## src/jlti_pkg.sv

```systemverilog
// Shared types and constants of the joint linear trajectory interpolator.
// No dependencies; the controller, the datapath and the top level use it.
`default_nettype none

package jlti_pkg;

   localparam int JOINTS    = 6;
   localparam int SEGMENTS  = 4;
   localparam int MAX_STEPS = 65535;

   localparam int ANG_W   = 21;
   localparam int LIM_W   = 20;
   localparam int SPEED_W = 20;
   localparam int RATE_W  = 10;
   localparam int STEP_W  = 16;
   localparam int SEG_W   = 2;
   localparam int CNT_W   = 3;
   localparam int JIDX_W  = 3;
   localparam int MAG_W   = 22;
   localparam int PROD_W  = MAG_W + RATE_W;
   localparam int DVD_W   = MAG_W + STEP_W;
   localparam int DVS_W   = 20;
   localparam int DCNT_W  = 6;
   localparam int OP_W    = 2;
   localparam int ST_W    = 3;
   localparam int CSR_W   = 2;

   localparam int IN_W  = 152;
   localparam int OUT_W = 136;

   localparam logic [LIM_W-1:0]   ANGLE_LIMIT_RST = 20'd368640;
   localparam logic [SPEED_W-1:0] SPEED_LIMIT_RST = 20'd368640;
   localparam logic [RATE_W-1:0]  UPDATE_RATE_RST = 10'd20;

   localparam logic [CSR_W-1:0] CSR_ANGLE_LIMIT = 2'd0;
   localparam logic [CSR_W-1:0] CSR_SPEED_LIMIT = 2'd1;
   localparam logic [CSR_W-1:0] CSR_UPDATE_RATE = 2'd2;

   typedef enum logic [OP_W-1:0] {
      OP_FEEDBACK = 2'd0,
      OP_TARGET   = 2'd1,
      OP_TICK     = 2'd2,
      OP_NONE     = 2'd3
   } opcode_type;

   typedef enum logic [ST_W-1:0] {
      ST_HOLD      = 3'd0,
      ST_MOVE      = 3'd1,
      ST_ACCEPT    = 3'd2,
      ST_ANGLE_REJ = 3'd3,
      ST_SPEED_REJ = 3'd4,
      ST_FULL      = 3'd5,
      ST_UNINIT    = 3'd6,
      ST_CAPPED    = 3'd7
   } status_type;

   typedef struct packed {
      logic load;
      logic fb;
      logic check;
      logic maxd_step;
      logic mul_n;
      logic div_step;
      logic n_store;
      logic tsel;
      logic tmul;
      logic tstore;
      logic tadv;
      logic out_load;
   } cmd_type;

   typedef struct packed {
      logic             reject;
      logic             queue_empty;
      logic             short_seg;
      logic             j_last;
      logic             div_last;
      logic             out_free;
      logic [CNT_W-1:0] seg_count;
   } stat_type;

endpackage

`default_nettype wire

```

## src/jlti_ctrl.sv

```systemverilog
// Controller of the interpolator: one-hot sequencer over the item kinds.
// Depends on jlti_pkg; drives the datapath commands and req_tready.
`default_nettype none

module jlti_ctrl (
   input  wire logic                      clock,
   input  wire logic                      reset,
   input  wire logic                      req_tvalid,
   output logic                           req_tready,
   input  wire logic [jlti_pkg::OP_W-1:0] req_tuser,
   input  wire jlti_pkg::stat_type        stat,
   output jlti_pkg::cmd_type              cmd
);

   typedef enum logic [12:0] {
      S_IDLE   = 13'b0000000000001,
      S_FB     = 13'b0000000000010,
      S_CHECK  = 13'b0000000000100,
      S_MAXD   = 13'b0000000001000,
      S_MUL    = 13'b0000000010000,
      S_NDIV   = 13'b0000000100000,
      S_NSTORE = 13'b0000001000000,
      S_TSEL   = 13'b0000010000000,
      S_TMUL   = 13'b0000100000000,
      S_TDIV   = 13'b0001000000000,
      S_TSTORE = 13'b0010000000000,
      S_TADV   = 13'b0100000000000,
      S_DONE   = 13'b1000000000000
   } state_type;

   state_type state_ff, state_in;

   assign req_tready = (state_ff == S_IDLE);

   always_comb begin
      state_in = state_ff;
      cmd      = '0;
      case (state_ff)
         S_IDLE: begin
            if (req_tvalid) begin
               cmd.load = 1'b1;
               case (jlti_pkg::opcode_type'(req_tuser))
                  jlti_pkg::OP_FEEDBACK: state_in = S_FB;
                  jlti_pkg::OP_TARGET:   state_in = S_CHECK;
                  jlti_pkg::OP_TICK:     state_in = S_TSEL;
                  default:               state_in = S_DONE;
               endcase
            end
         end
         S_FB: begin
            cmd.fb   = 1'b1;
            state_in = S_DONE;
         end
         S_CHECK: begin
            cmd.check = 1'b1;
            state_in  = stat.reject ? S_DONE : S_MAXD;
         end
         S_MAXD: begin
            cmd.maxd_step = 1'b1;
            if (stat.j_last) state_in = S_MUL;
         end
         S_MUL: begin
            cmd.mul_n = 1'b1;
            state_in  = S_NDIV;
         end
         S_NDIV: begin
            cmd.div_step = 1'b1;
            if (stat.div_last) state_in = S_NSTORE;
         end
         S_NSTORE: begin
            cmd.n_store = 1'b1;
            state_in    = S_DONE;
         end
         S_TSEL: begin
            cmd.tsel = 1'b1;
            state_in = (stat.queue_empty || stat.short_seg) ? S_DONE : S_TMUL;
         end
         S_TMUL: begin
            cmd.tmul = 1'b1;
            state_in = S_TDIV;
         end
         S_TDIV: begin
            cmd.div_step = 1'b1;
            if (stat.div_last) state_in = S_TSTORE;
         end
         S_TSTORE: begin
            cmd.tstore = 1'b1;
            state_in   = stat.j_last ? S_TADV : S_TMUL;
         end
         S_TADV: begin
            cmd.tadv = 1'b1;
            state_in = S_DONE;
         end
         S_DONE: begin
            if (stat.out_free) begin
               cmd.out_load = 1'b1;
               state_in     = S_IDLE;
            end
         end
         default: state_in = S_IDLE;
      endcase
   end

   always_ff @(posedge clock) begin
      if (reset) begin
         state_ff <= S_IDLE;
      end else begin
         state_ff <= state_in;
      end
   end

endmodule

`default_nettype wire

```

## src/jlti_dp.sv

```systemverilog
// Datapath of the interpolator: joint state, segment queue, shared divider,
// configuration registers and the result register. Depends on jlti_pkg.
`default_nettype none

module jlti_dp (
   input  wire logic                         clock,
   input  wire logic                         reset,
   input  wire jlti_pkg::cmd_type            cmd,
   output jlti_pkg::stat_type                stat,
   input  wire logic [jlti_pkg::IN_W-1:0]    req_tdata,
   output logic                              rsp_tvalid,
   input  wire logic                         rsp_tready,
   output logic [jlti_pkg::OUT_W-1:0]        rsp_tdata,
   input  wire logic                         csr_valid,
   output logic                              csr_ready,
   input  wire logic [jlti_pkg::CSR_W-1:0]   csr_index,
   input  wire logic [jlti_pkg::LIM_W-1:0]   csr_data
);

   localparam int J  = jlti_pkg::JOINTS;
   localparam int S  = jlti_pkg::SEGMENTS;
   localparam int AW = jlti_pkg::ANG_W;
   localparam int MW = jlti_pkg::MAG_W;

   logic [jlti_pkg::LIM_W-1:0]   angle_limit_ff, angle_limit_in;
   logic [jlti_pkg::SPEED_W-1:0] speed_limit_ff, speed_limit_in;
   logic [jlti_pkg::RATE_W-1:0]  rate_ff, rate_in;

   logic signed [AW-1:0] tgt_ff [J], tgt_in [J];
   logic [jlti_pkg::SPEED_W-1:0] speed_ff, speed_in;
   logic signed [AW-1:0] meas_ff [J], meas_in [J];
   logic signed [AW-1:0] held_ff [J], held_in [J];
   logic init_ff, init_in;

   logic signed [AW-1:0] sstart_ff [S][J], sstart_in [S][J];
   logic signed [AW-1:0] send_ff [S][J], send_in [S][J];
   logic [jlti_pkg::STEP_W-1:0] ssteps_ff [S], ssteps_in [S];
   logic [jlti_pkg::CNT_W-1:0]  count_ff, count_in;
   logic [jlti_pkg::SEG_W-1:0]  head_ff, head_in;
   logic [jlti_pkg::STEP_W-1:0] index_ff, index_in;

   logic [jlti_pkg::JIDX_W-1:0] jidx_ff, jidx_in;
   logic [MW-1:0]               maxd_ff, maxd_in;
   logic [jlti_pkg::DVD_W-1:0]  dvd_ff, dvd_in;
   logic [jlti_pkg::DVS_W-1:0]  rem_ff, rem_in;
   logic [jlti_pkg::DVS_W-1:0]  dvs_ff, dvs_in;
   logic [jlti_pkg::DCNT_W-1:0] dcnt_ff, dcnt_in;
   jlti_pkg::status_type        status_ff, status_in;

   logic                        rsp_valid_ff, rsp_valid_in;
   logic [jlti_pkg::OUT_W-1:0]  rsp_data_ff, rsp_data_in;

   // combinational helpers
   logic signed [MW-1:0] tdiff, sdiff, sval;
   logic [MW-1:0]        tmag, smag;
   logic                 ang_bad, speed_bad;
   jlti_pkg::status_type chk_code;
   logic                 chk_rej;
   logic [jlti_pkg::DVS_W:0] trial, tsub;
   logic                 ge;
   logic [jlti_pkg::PROD_W-1:0] nprod;
   logic [jlti_pkg::DVD_W-1:0]  iprod;
   logic [jlti_pkg::SEG_W-1:0]  slot;
   logic [jlti_pkg::STEP_W-1:0] head_n;
   logic [jlti_pkg::STEP_W:0]   idx_next;

   assign csr_ready  = 1'b1;
   assign rsp_tvalid = rsp_valid_ff;
   assign rsp_tdata  = rsp_data_ff;

   always_comb begin
      tdiff = MW'(tgt_ff[jidx_ff]) - MW'(meas_ff[jidx_ff]);
      tmag  = tdiff[MW-1] ? MW'(-tdiff) : MW'(tdiff);
      sdiff = MW'(send_ff[head_ff][jidx_ff]) - MW'(sstart_ff[head_ff][jidx_ff]);
      smag  = sdiff[MW-1] ? MW'(-sdiff) : MW'(sdiff);
      sval  = sdiff[MW-1] ? MW'(sstart_ff[head_ff][jidx_ff]) - $signed(dvd_ff[MW-1:0])
                          : MW'(sstart_ff[head_ff][jidx_ff]) + $signed(dvd_ff[MW-1:0]);
      ang_bad = 1'b0;
      for (int j = 0; j < J; j++) begin
         if ($signed(MW'(tgt_ff[j])) > $signed({2'b00, angle_limit_ff})) ang_bad = 1'b1;
      end
      speed_bad = (speed_ff == '0) || (speed_ff > speed_limit_ff);
      chk_rej   = 1'b1;
      if (!init_ff) chk_code = jlti_pkg::ST_UNINIT;
      else if (ang_bad) chk_code = jlti_pkg::ST_ANGLE_REJ;
      else if (speed_bad) chk_code = jlti_pkg::ST_SPEED_REJ;
      else if (count_ff >= jlti_pkg::CNT_W'(S)) chk_code = jlti_pkg::ST_FULL;
      else begin
         chk_code = jlti_pkg::ST_ACCEPT;
         chk_rej  = 1'b0;
      end
      trial  = {rem_ff, dvd_ff[jlti_pkg::DVD_W-1]};
      tsub   = trial - {1'b0, dvs_ff};
      ge     = (trial >= {1'b0, dvs_ff});
      nprod  = maxd_ff * rate_ff;
      iprod  = smag * index_ff;
      slot   = head_ff + count_ff[jlti_pkg::SEG_W-1:0];
      head_n = ssteps_ff[head_ff];
      idx_next = {1'b0, index_ff} + 1'b1;
   end

   always_comb begin
      stat.reject      = chk_rej;
      stat.queue_empty = (count_ff == '0);
      stat.short_seg   = (head_n < jlti_pkg::STEP_W'(2));
      stat.j_last      = (jidx_ff == jlti_pkg::JIDX_W'(J - 1));
      stat.div_last    = (dcnt_ff == jlti_pkg::DCNT_W'(1));
      stat.out_free    = !rsp_valid_ff || rsp_tready;
      stat.seg_count   = count_ff;
   end

   always_comb begin
      angle_limit_in = angle_limit_ff;
      speed_limit_in = speed_limit_ff;
      rate_in        = rate_ff;
      tgt_in = tgt_ff;   speed_in = speed_ff;
      meas_in = meas_ff; held_in = held_ff; init_in = init_ff;
      sstart_in = sstart_ff; send_in = send_ff; ssteps_in = ssteps_ff;
      count_in = count_ff; head_in = head_ff; index_in = index_ff;
      jidx_in = jidx_ff; maxd_in = maxd_ff;
      dvd_in = dvd_ff; rem_in = rem_ff; dvs_in = dvs_ff; dcnt_in = dcnt_ff;
      status_in = status_ff;
      rsp_valid_in = rsp_valid_ff;
      rsp_data_in  = rsp_data_ff;

      if (csr_valid) begin
         case (csr_index)
            jlti_pkg::CSR_ANGLE_LIMIT: angle_limit_in = csr_data;
            jlti_pkg::CSR_SPEED_LIMIT: speed_limit_in = csr_data;
            jlti_pkg::CSR_UPDATE_RATE: rate_in = csr_data[jlti_pkg::RATE_W-1:0];
            default: ;
         endcase
      end

      if (cmd.load) begin
         for (int j = 0; j < J; j++) tgt_in[j] = req_tdata[j*AW +: AW];
         speed_in  = req_tdata[J*AW +: jlti_pkg::SPEED_W];
         status_in = jlti_pkg::ST_HOLD;
      end

      if (cmd.fb) begin
         meas_in = tgt_ff;
         if (!init_ff) begin
            held_in = tgt_ff;
            init_in = 1'b1;
         end
         status_in = (count_ff != '0) ? jlti_pkg::ST_MOVE : jlti_pkg::ST_HOLD;
      end

      if (cmd.check) begin
         if (chk_rej) status_in = chk_code;
         maxd_in = '0;
         jidx_in = '0;
      end

      if (cmd.maxd_step) begin
         if (tmag > maxd_ff) maxd_in = tmag;
         jidx_in = jidx_ff + 1'b1;
      end

      if (cmd.mul_n) begin
         dvd_in  = jlti_pkg::DVD_W'(nprod);
         dvs_in  = speed_ff;
         rem_in  = '0;
         dcnt_in = jlti_pkg::DCNT_W'(jlti_pkg::DVD_W);
      end

      if (cmd.tmul) begin
         dvd_in  = iprod;
         dvs_in  = jlti_pkg::DVS_W'(head_n - 1'b1);
         rem_in  = '0;
         dcnt_in = jlti_pkg::DCNT_W'(jlti_pkg::DVD_W);
      end

      if (cmd.div_step) begin
         rem_in  = ge ? tsub[jlti_pkg::DVS_W-1:0] : trial[jlti_pkg::DVS_W-1:0];
         dvd_in  = {dvd_ff[jlti_pkg::DVD_W-2:0], ge};
         dcnt_in = dcnt_ff - 1'b1;
      end

      if (cmd.n_store) begin
         status_in = jlti_pkg::ST_ACCEPT;
         if (dvd_ff != '0) begin
            for (int j = 0; j < J; j++) begin
               sstart_in[slot][j] = meas_ff[j];
               send_in[slot][j]   = tgt_ff[j];
            end
            if (dvd_ff > jlti_pkg::DVD_W'(jlti_pkg::MAX_STEPS)) begin
               ssteps_in[slot] = jlti_pkg::STEP_W'(jlti_pkg::MAX_STEPS);
               status_in       = jlti_pkg::ST_CAPPED;
            end else begin
               ssteps_in[slot] = dvd_ff[jlti_pkg::STEP_W-1:0];
            end
            count_in = count_ff + 1'b1;
         end
      end

      if (cmd.tsel) begin
         jidx_in = '0;
         if (count_ff != '0 && head_n < jlti_pkg::STEP_W'(2)) begin
            held_in   = send_ff[head_ff];
            head_in   = head_ff + 1'b1;
            count_in  = count_ff - 1'b1;
            index_in  = '0;
            status_in = jlti_pkg::ST_MOVE;
         end
      end

      if (cmd.tstore) begin
         held_in[jidx_ff] = sval[AW-1:0];
         jidx_in = jidx_ff + 1'b1;
      end

      if (cmd.tadv) begin
         status_in = jlti_pkg::ST_MOVE;
         if (idx_next >= {1'b0, head_n}) begin
            head_in  = head_ff + 1'b1;
            count_in = count_ff - 1'b1;
            index_in = '0;
         end else begin
            index_in = idx_next[jlti_pkg::STEP_W-1:0];
         end
      end

      // result register: hold until taken, refill from the held setpoint
      if (rsp_tready) rsp_valid_in = 1'b0;
      if (cmd.out_load) begin
         rsp_valid_in = 1'b1;
         rsp_data_in  = '0;
         for (int j = 0; j < J; j++) rsp_data_in[j*AW +: AW] = held_ff[j];
         rsp_data_in[J*AW +: jlti_pkg::ST_W] = status_ff;
      end
   end

   always_ff @(posedge clock) begin
      if (reset) begin
         angle_limit_ff <= jlti_pkg::ANGLE_LIMIT_RST;
         speed_limit_ff <= jlti_pkg::SPEED_LIMIT_RST;
         rate_ff        <= jlti_pkg::UPDATE_RATE_RST;
         for (int j = 0; j < J; j++) begin
            meas_ff[j] <= '0;
            held_ff[j] <= '0;
         end
         init_ff      <= 1'b0;
         count_ff     <= '0;
         head_ff      <= '0;
         index_ff     <= '0;
         rsp_valid_ff <= 1'b0;
      end else begin
         angle_limit_ff <= angle_limit_in;
         speed_limit_ff <= speed_limit_in;
         rate_ff        <= rate_in;
         meas_ff        <= meas_in;
         held_ff        <= held_in;
         init_ff        <= init_in;
         count_ff       <= count_in;
         head_ff        <= head_in;
         index_ff       <= index_in;
         rsp_valid_ff   <= rsp_valid_in;
      end
   end

   always_ff @(posedge clock) begin
      tgt_ff      <= tgt_in;
      speed_ff    <= speed_in;
      sstart_ff   <= sstart_in;
      send_ff     <= send_in;
      ssteps_ff   <= ssteps_in;
      jidx_ff     <= jidx_in;
      maxd_ff     <= maxd_in;
      dvd_ff      <= dvd_in;
      rem_ff      <= rem_in;
      dvs_ff      <= dvs_in;
      dcnt_ff     <= dcnt_in;
      status_ff   <= status_in;
      rsp_data_ff <= rsp_data_in;
   end

endmodule

`default_nettype wire

```

## src/joint_linear_trajectory_interpolator.sv

```systemverilog
// One item at a time; the result beat is valid the cycle after the result load.
// An accepted target runs the 38-step restoring divider once, and a moving
// tick runs it once per joint. Synchronous active-high reset clears the joint
// state, the segment queue and the result register and loads register defaults.
// Depends on jlti_pkg, jlti_ctrl and jlti_dp.
`default_nettype none

module joint_linear_trajectory_interpolator (
   input  wire logic                         clock,
   input  wire logic                         reset,
   // angle_0..angle_5 (21 bit each), move_speed (20 bit), zero pad
   input  wire logic [jlti_pkg::IN_W-1:0]    req_tdata,
   // opcode
   input  wire logic [jlti_pkg::OP_W-1:0]    req_tuser,
   input  wire logic                         req_tvalid,
   output logic                              req_tready,
   // setpoint_0..setpoint_5 (21 bit each), status (3 bit), zero pad
   output logic [jlti_pkg::OUT_W-1:0]        rsp_tdata,
   output logic                              rsp_tvalid,
   input  wire logic                         rsp_tready,
   input  wire logic                         csr_valid,
   output logic                              csr_ready,
   input  wire logic [jlti_pkg::CSR_W-1:0]   csr_index,
   input  wire logic [jlti_pkg::LIM_W-1:0]   csr_data
);

   jlti_pkg::cmd_type  cmd;
   jlti_pkg::stat_type stat;

   // sequencer: take a beat, walk the item's steps, hand over the result
   jlti_ctrl u_ctrl (
      .clock      (clock),
      .reset      (reset),
      .req_tvalid (req_tvalid),
      .req_tready (req_tready),
      .req_tuser  (req_tuser),
      .stat       (stat),
      .cmd        (cmd)
   );

   // joint state, queue, divider and result register
   jlti_dp u_dp (
      .clock      (clock),
      .reset      (reset),
      .cmd        (cmd),
      .stat       (stat),
      .req_tdata  (req_tdata),
      .rsp_tvalid (rsp_tvalid),
      .rsp_tready (rsp_tready),
      .rsp_tdata  (rsp_tdata),
      .csr_valid  (csr_valid),
      .csr_ready  (csr_ready),
      .csr_index  (csr_index),
      .csr_data   (csr_data)
   );

`ifndef SYNTHESIS
   // one item in flight: no second beat straight after an accepted one
   a_one_item: assert property (@(posedge clock) disable iff (reset)
      (req_tvalid && req_tready) |=> !req_tready)
      else $error("input beat taken while an item is in flight");

   // the queue never holds more segments than it has slots
   a_queue_bound: assert property (@(posedge clock) disable iff (reset)
      stat.seg_count <= jlti_pkg::CNT_W'(jlti_pkg::SEGMENTS))
      else $error("segment count beyond queue depth");

   // a waiting result beat is never overwritten
   a_no_overwrite: assert property (@(posedge clock) disable iff (reset)
      cmd.out_load |-> (!rsp_tvalid || rsp_tready))
      else $error("result register loaded while a beat waits");
`endif

endmodule

`default_nettype wire

```

## config.mk

```make
export PLATFORM = sky130hd
export DESIGN_NAME = joint_linear_trajectory_interpolator
export DESIGN_NICKNAME = d
export VERILOG_FILES = /design/src/jlti_pkg.sv /design/src/jlti_ctrl.sv /design/src/jlti_dp.sv /design/src/joint_linear_trajectory_interpolator.sv
export SDC_FILE = /design/constraint.sdc
export NUM_CORES = 2
export LEC_CHECK = 0
export BUFFER_PORTS_ARGS = -buffer_cell sky130_fd_sc_hd__buf_2
export CORE_ASPECT_RATIO = 0.6
export CORE_MARGIN = 2
export CORE_UTILIZATION = 40
export CTS_BUF_LIST = sky130_fd_sc_hd__clkbuf_2
export DETAILED_ROUTE_END_ITERATION = 10
export SLEW_MARGIN = 10
export SYNTH_ARGS = -nofsm -noshare
export SYNTH_HDL_FRONTEND = slang
export SYNTH_SLANG_ARGS = --single-unit
```

## constraint.sdc

```tcl
create_clock -name clock -period 30.8 [get_ports clock]
set_input_delay 6.16 -clock clock [delete_from_list [all_inputs] [get_ports clock]]
set_output_delay 6.16 -clock clock [all_outputs]
set_load 0.005 [all_outputs]
```

==> results.toml <==
[status]
status = "complete, no violations"

[global_route]
grt_pass1_vias = 68600
grt_usage_pct = 26.9
overflow = 0
antenna_found_initial = 29
grt_pass1_wl_um = 490000
grt_max_degree = 129

[route]
ant_nets = 0
wl_um = 344000
drcViolationCount = 0
wl_per_cell_um = 27.7
routed-via-count = 72000
drt-initial-drc-count = 10400
viasPerCell = 5.81
drt_first_pass_iters = 6

[hold_path]
worstHoldStart = "u_dp.held_ff[2]"
min_path_cells = 0
hold_end = "u_dp.rsp_tdata[107]"
hp-class = "flop to flop"

[power_and_ir_drop]
ir_drop_uv = 148
power.share.clock_pct = 25.9
intPower_mw = 3.86
comb_power_share_pct = 29.0
seq_power_share_pct = 45.1
power-per-cell-area_nw_per_um2 = 57.1
p_switching_mw = 2.33
leakagePower_nw = 41.8
switching_share_pct = 37.6

[clock_tree]
holdBufCountCts = 0
cts_setup_buffers = 0
cts_tree = "yes"
cts_resized = 0
cts_buffers = 416
clk_path_buf_depth = 4
clock-sinks = 1797
worstSkewPairLatency_ps = 1710
path_clk_slew_ps = 120
htreeDepth = 5
root_buffer = "clkbuf_2"

[flow_run]
maxCapViolCount = 0

[yosys]
syn_avg_cell_area_um2 = 11.9
async_flop_share_pct = 0
netlist_area_um2 = 98700
yosys_warnings = 0
synth_seq_cells = 1797
syn-instance-count = 8291
ys_seq_area_share_pct = 51.0
ys.flop_type = "edfxtp_1"
synth_edf_count = 1434
ys_types = 103

[sta]
tightest_slew_ps = 1350
period_needed_ps = 14170
finalCritPeriodShare_pct = 46.0
finalSetupTns_ps = 0
final-hold-violation-count = 0
fin_worst_skew_ps = 285
slew-limit-headroom_pct = 9.83
finalMaxSlewViolations = 0
whs_ps = 415
finalSetupViolCount = 0
max_freq_mhz = 70.6
rsz0062_at_grt = "no"

[setup_path]
crit_top_cell = "fa_1"
rr_endpoint = "u_dp.dvd_ff[31]"
reg2reg_slack_ps = 16630
cp_max_fo = 50
endpoint_kind = "flop"
required_ps = 32150
r2r_start = "u_dp.head_ff[1]"
ff2ff_path_depth = 38
startpoint_type = "flop"
worstPathArrival_ps = 15520
crit_slowest_cell = "dfxtp_4"
path_delay_family = "adder cells"
critical_path_class = "flop to flop"
slowest_delay_ps = 980
path_buf_inv = 5

[floorplanning]
die-height_um = 389
ioPinCount = 320
die_w_um = 645
coreArea_um2 = 246000
row_count = 141
die_area_um2 = 251000
initial_core_util_pct = 40.2

[placement]
gp_congestion = 0.941
dp.final_hpwl_um = 237000
io_buffers = 305

[layout]
finalNetCount = 9819
syn_to_final_growth_pct = 9.81
drive_gt1_share_pct = 17.5
==> layout make-up <==
type                            count  area (µm²)
Fill cell                       22800      137000
Timing Repair Buffer              507        3190
Tap cell                         3289        4120
Clock inverter                    103         553
Antenna cell                       18        45.0
Multi-Input combinational cell   5425       44600
Sequential cell                  1797       50300
Inverter                          601        2260
Clock buffer                      662        3310
==> placed cells by master (no fill, tap or decap), drive strengths merged, types with 126 or more instances in the layout <==
| cell type | netlist | routed |
|---|---|---|
| nor2 | 376 | 376 |
| a22oi | 223 | 223 |
| nand3 | 205 | 205 |
| dfxtp | 363 | 363 |
| o211ai | 126 | 126 |
| ha | 450 | 450 |
| clkbuf | 365 | 662 |
| a21oi | 547 | 547 |
| inv | 601 | 612 |
| mux4 | 268 | 268 |
| o21ai | 169 | 169 |
| xnor2 | 135 | 135 |
| edfxtp | 1434 | 1434 |
| and2 | 364 | 364 |
| buf | 109 | 507 |
| nand2 | 1175 | 1175 |
| fa | 440 | 440 |
==> Yosys cell counts, drive strengths merged (13+ instances only) <==
cell type / instances / area (µm²)
and2: 364 / 2280
nand4: 53 / 338
o211ai: 126 / 946
nand2b: 34 / 213
a22oi: 223 / 1670
a221oi: 25 / 225
dfxtp: 363 / 7270
nand2: 1175 / 4410
a211o: 20 / 175
mux2i: 30 / 300
and3: 88 / 551
o21bai: 21 / 161
or3: 24 / 155
mux2: 20 / 225
nor4b: 14 / 144
fa: 440 / 8810
a31oi: 33 / 221
o21a: 41 / 308
buf: 109 / 541
nor4: 27 / 181
or2: 13 / 81.3
xnor2: 135 / 1240
ha: 450 / 5630
nor2: 376 / 1420
o31ai: 17 / 128
a21o: 109 / 818
nor2b: 60 / 375
xor2: 78 / 691
inv: 601 / 2260
o22ai: 18 / 113
a211oi: 27 / 208
nor3: 52 / 265
nor3b: 13 / 108
clkbuf: 365 / 1370
nand3: 205 / 1030
mux4: 268 / 6040
o21ai: 169 / 846
a21oi: 547 / 2740
edfxtp: 1434 / 43100
==> cell families after synthesis <==
group                    synth area share (%)
XOR/XNOR                                 1.98
AO/OA/AOI/OAI                            9.50
adder cells (fa/ha/maj)                  14.6
multiplexers                             6.65
other                                 0.00761
buffers and inverters                    4.22
AND/OR/NAND/NOR                          12.0
flip-flops                               51.0
==> registers in the layout, summed over array words and instances, names as in the netlist, 2 cells and up <==
signal and cells:
u_dp.meas_ff 126, u_dp.status_ff 3, u_ctrl.state_ff 13, u_dp.dvd_ff 38, u_dp.rsp_tdata 129, u_dp.sstart_ff 504
u_dp.index_ff 16, u_dp.dcnt_ff 6, u_dp.speed_ff 20, u_dp.head_ff 2, u_dp.send_ff 504, u_dp.speed_limit_ff 20
u_dp.maxd_ff 22, u_dp.angle_limit_ff 20, u_dp.jidx_ff 3, u_dp.ssteps_ff 64, u_dp.count_ff 3, u_dp.dvs_ff 20
u_dp.rem_ff 20, u_dp.tgt_ff 126, u_dp.held_ff 126, u_dp.rate_ff 10
==> metal layers <==
metal / global-route usage, % / routed length, µm / vias to the layer above
li1: - / - / 30800
met1: 40.2 / 145000 / 36200
met2: 36.8 / 139000 / 4491
met3: 8.25 / 48300 / 537
met4: 8.60 / 11500 / 10
met5: 0 / 107 / -
==> how the worst max path moves through the flow <==
stage,slack (ps),cells past startpoint,end,startpoint
finish,16630,38,u_dp.dvd_ff[31],u_dp.head_ff[1]
global route,15970,38,u_dp.dvd_ff[31],u_dp.head_ff[1]
floorplan,17660,7,u_dp.send_ff[126],u_dp.head_ff[1]
CTS,16820,38,u_dp.dvd_ff[31],u_dp.head_ff[1]
detailed placement,16940,38,u_dp.dvd_ff[31],u_dp.head_ff[1]
global placement,17060,38,u_dp.dvd_ff[31],u_dp.head_ff[1]
==> power groups by stage <==
stage | logic, mW | clock network (mW) | registers [mW]
finish | 1.80 | 1.60 | 2.79
global route | 1.94 | 1.75 | 2.79
CTS | 1.71 | 1.63 | 2.79
detailed placement | 1.69 | 0 | 2.84
global placement | 1.67 | 0 | 2.84
floorplan | 1.01 | 0 | 2.78
==> metrics by stage <==
stage	utilization, %	setup slack (ps)	std cells	power [mW]	area [µm²]
floorplan	-	17660	8297	3.78	98700
CTS	44.1	16820	12400	6.12	108000
global route	44.1	15970	12400	6.48	108000
global placement	42.5	17060	11600	4.51	104000
finish	44.1	16630	12400	6.19	108000
detailed placement	42.5	16940	11600	4.54	104000
Power figures use the tool's default switching activity.
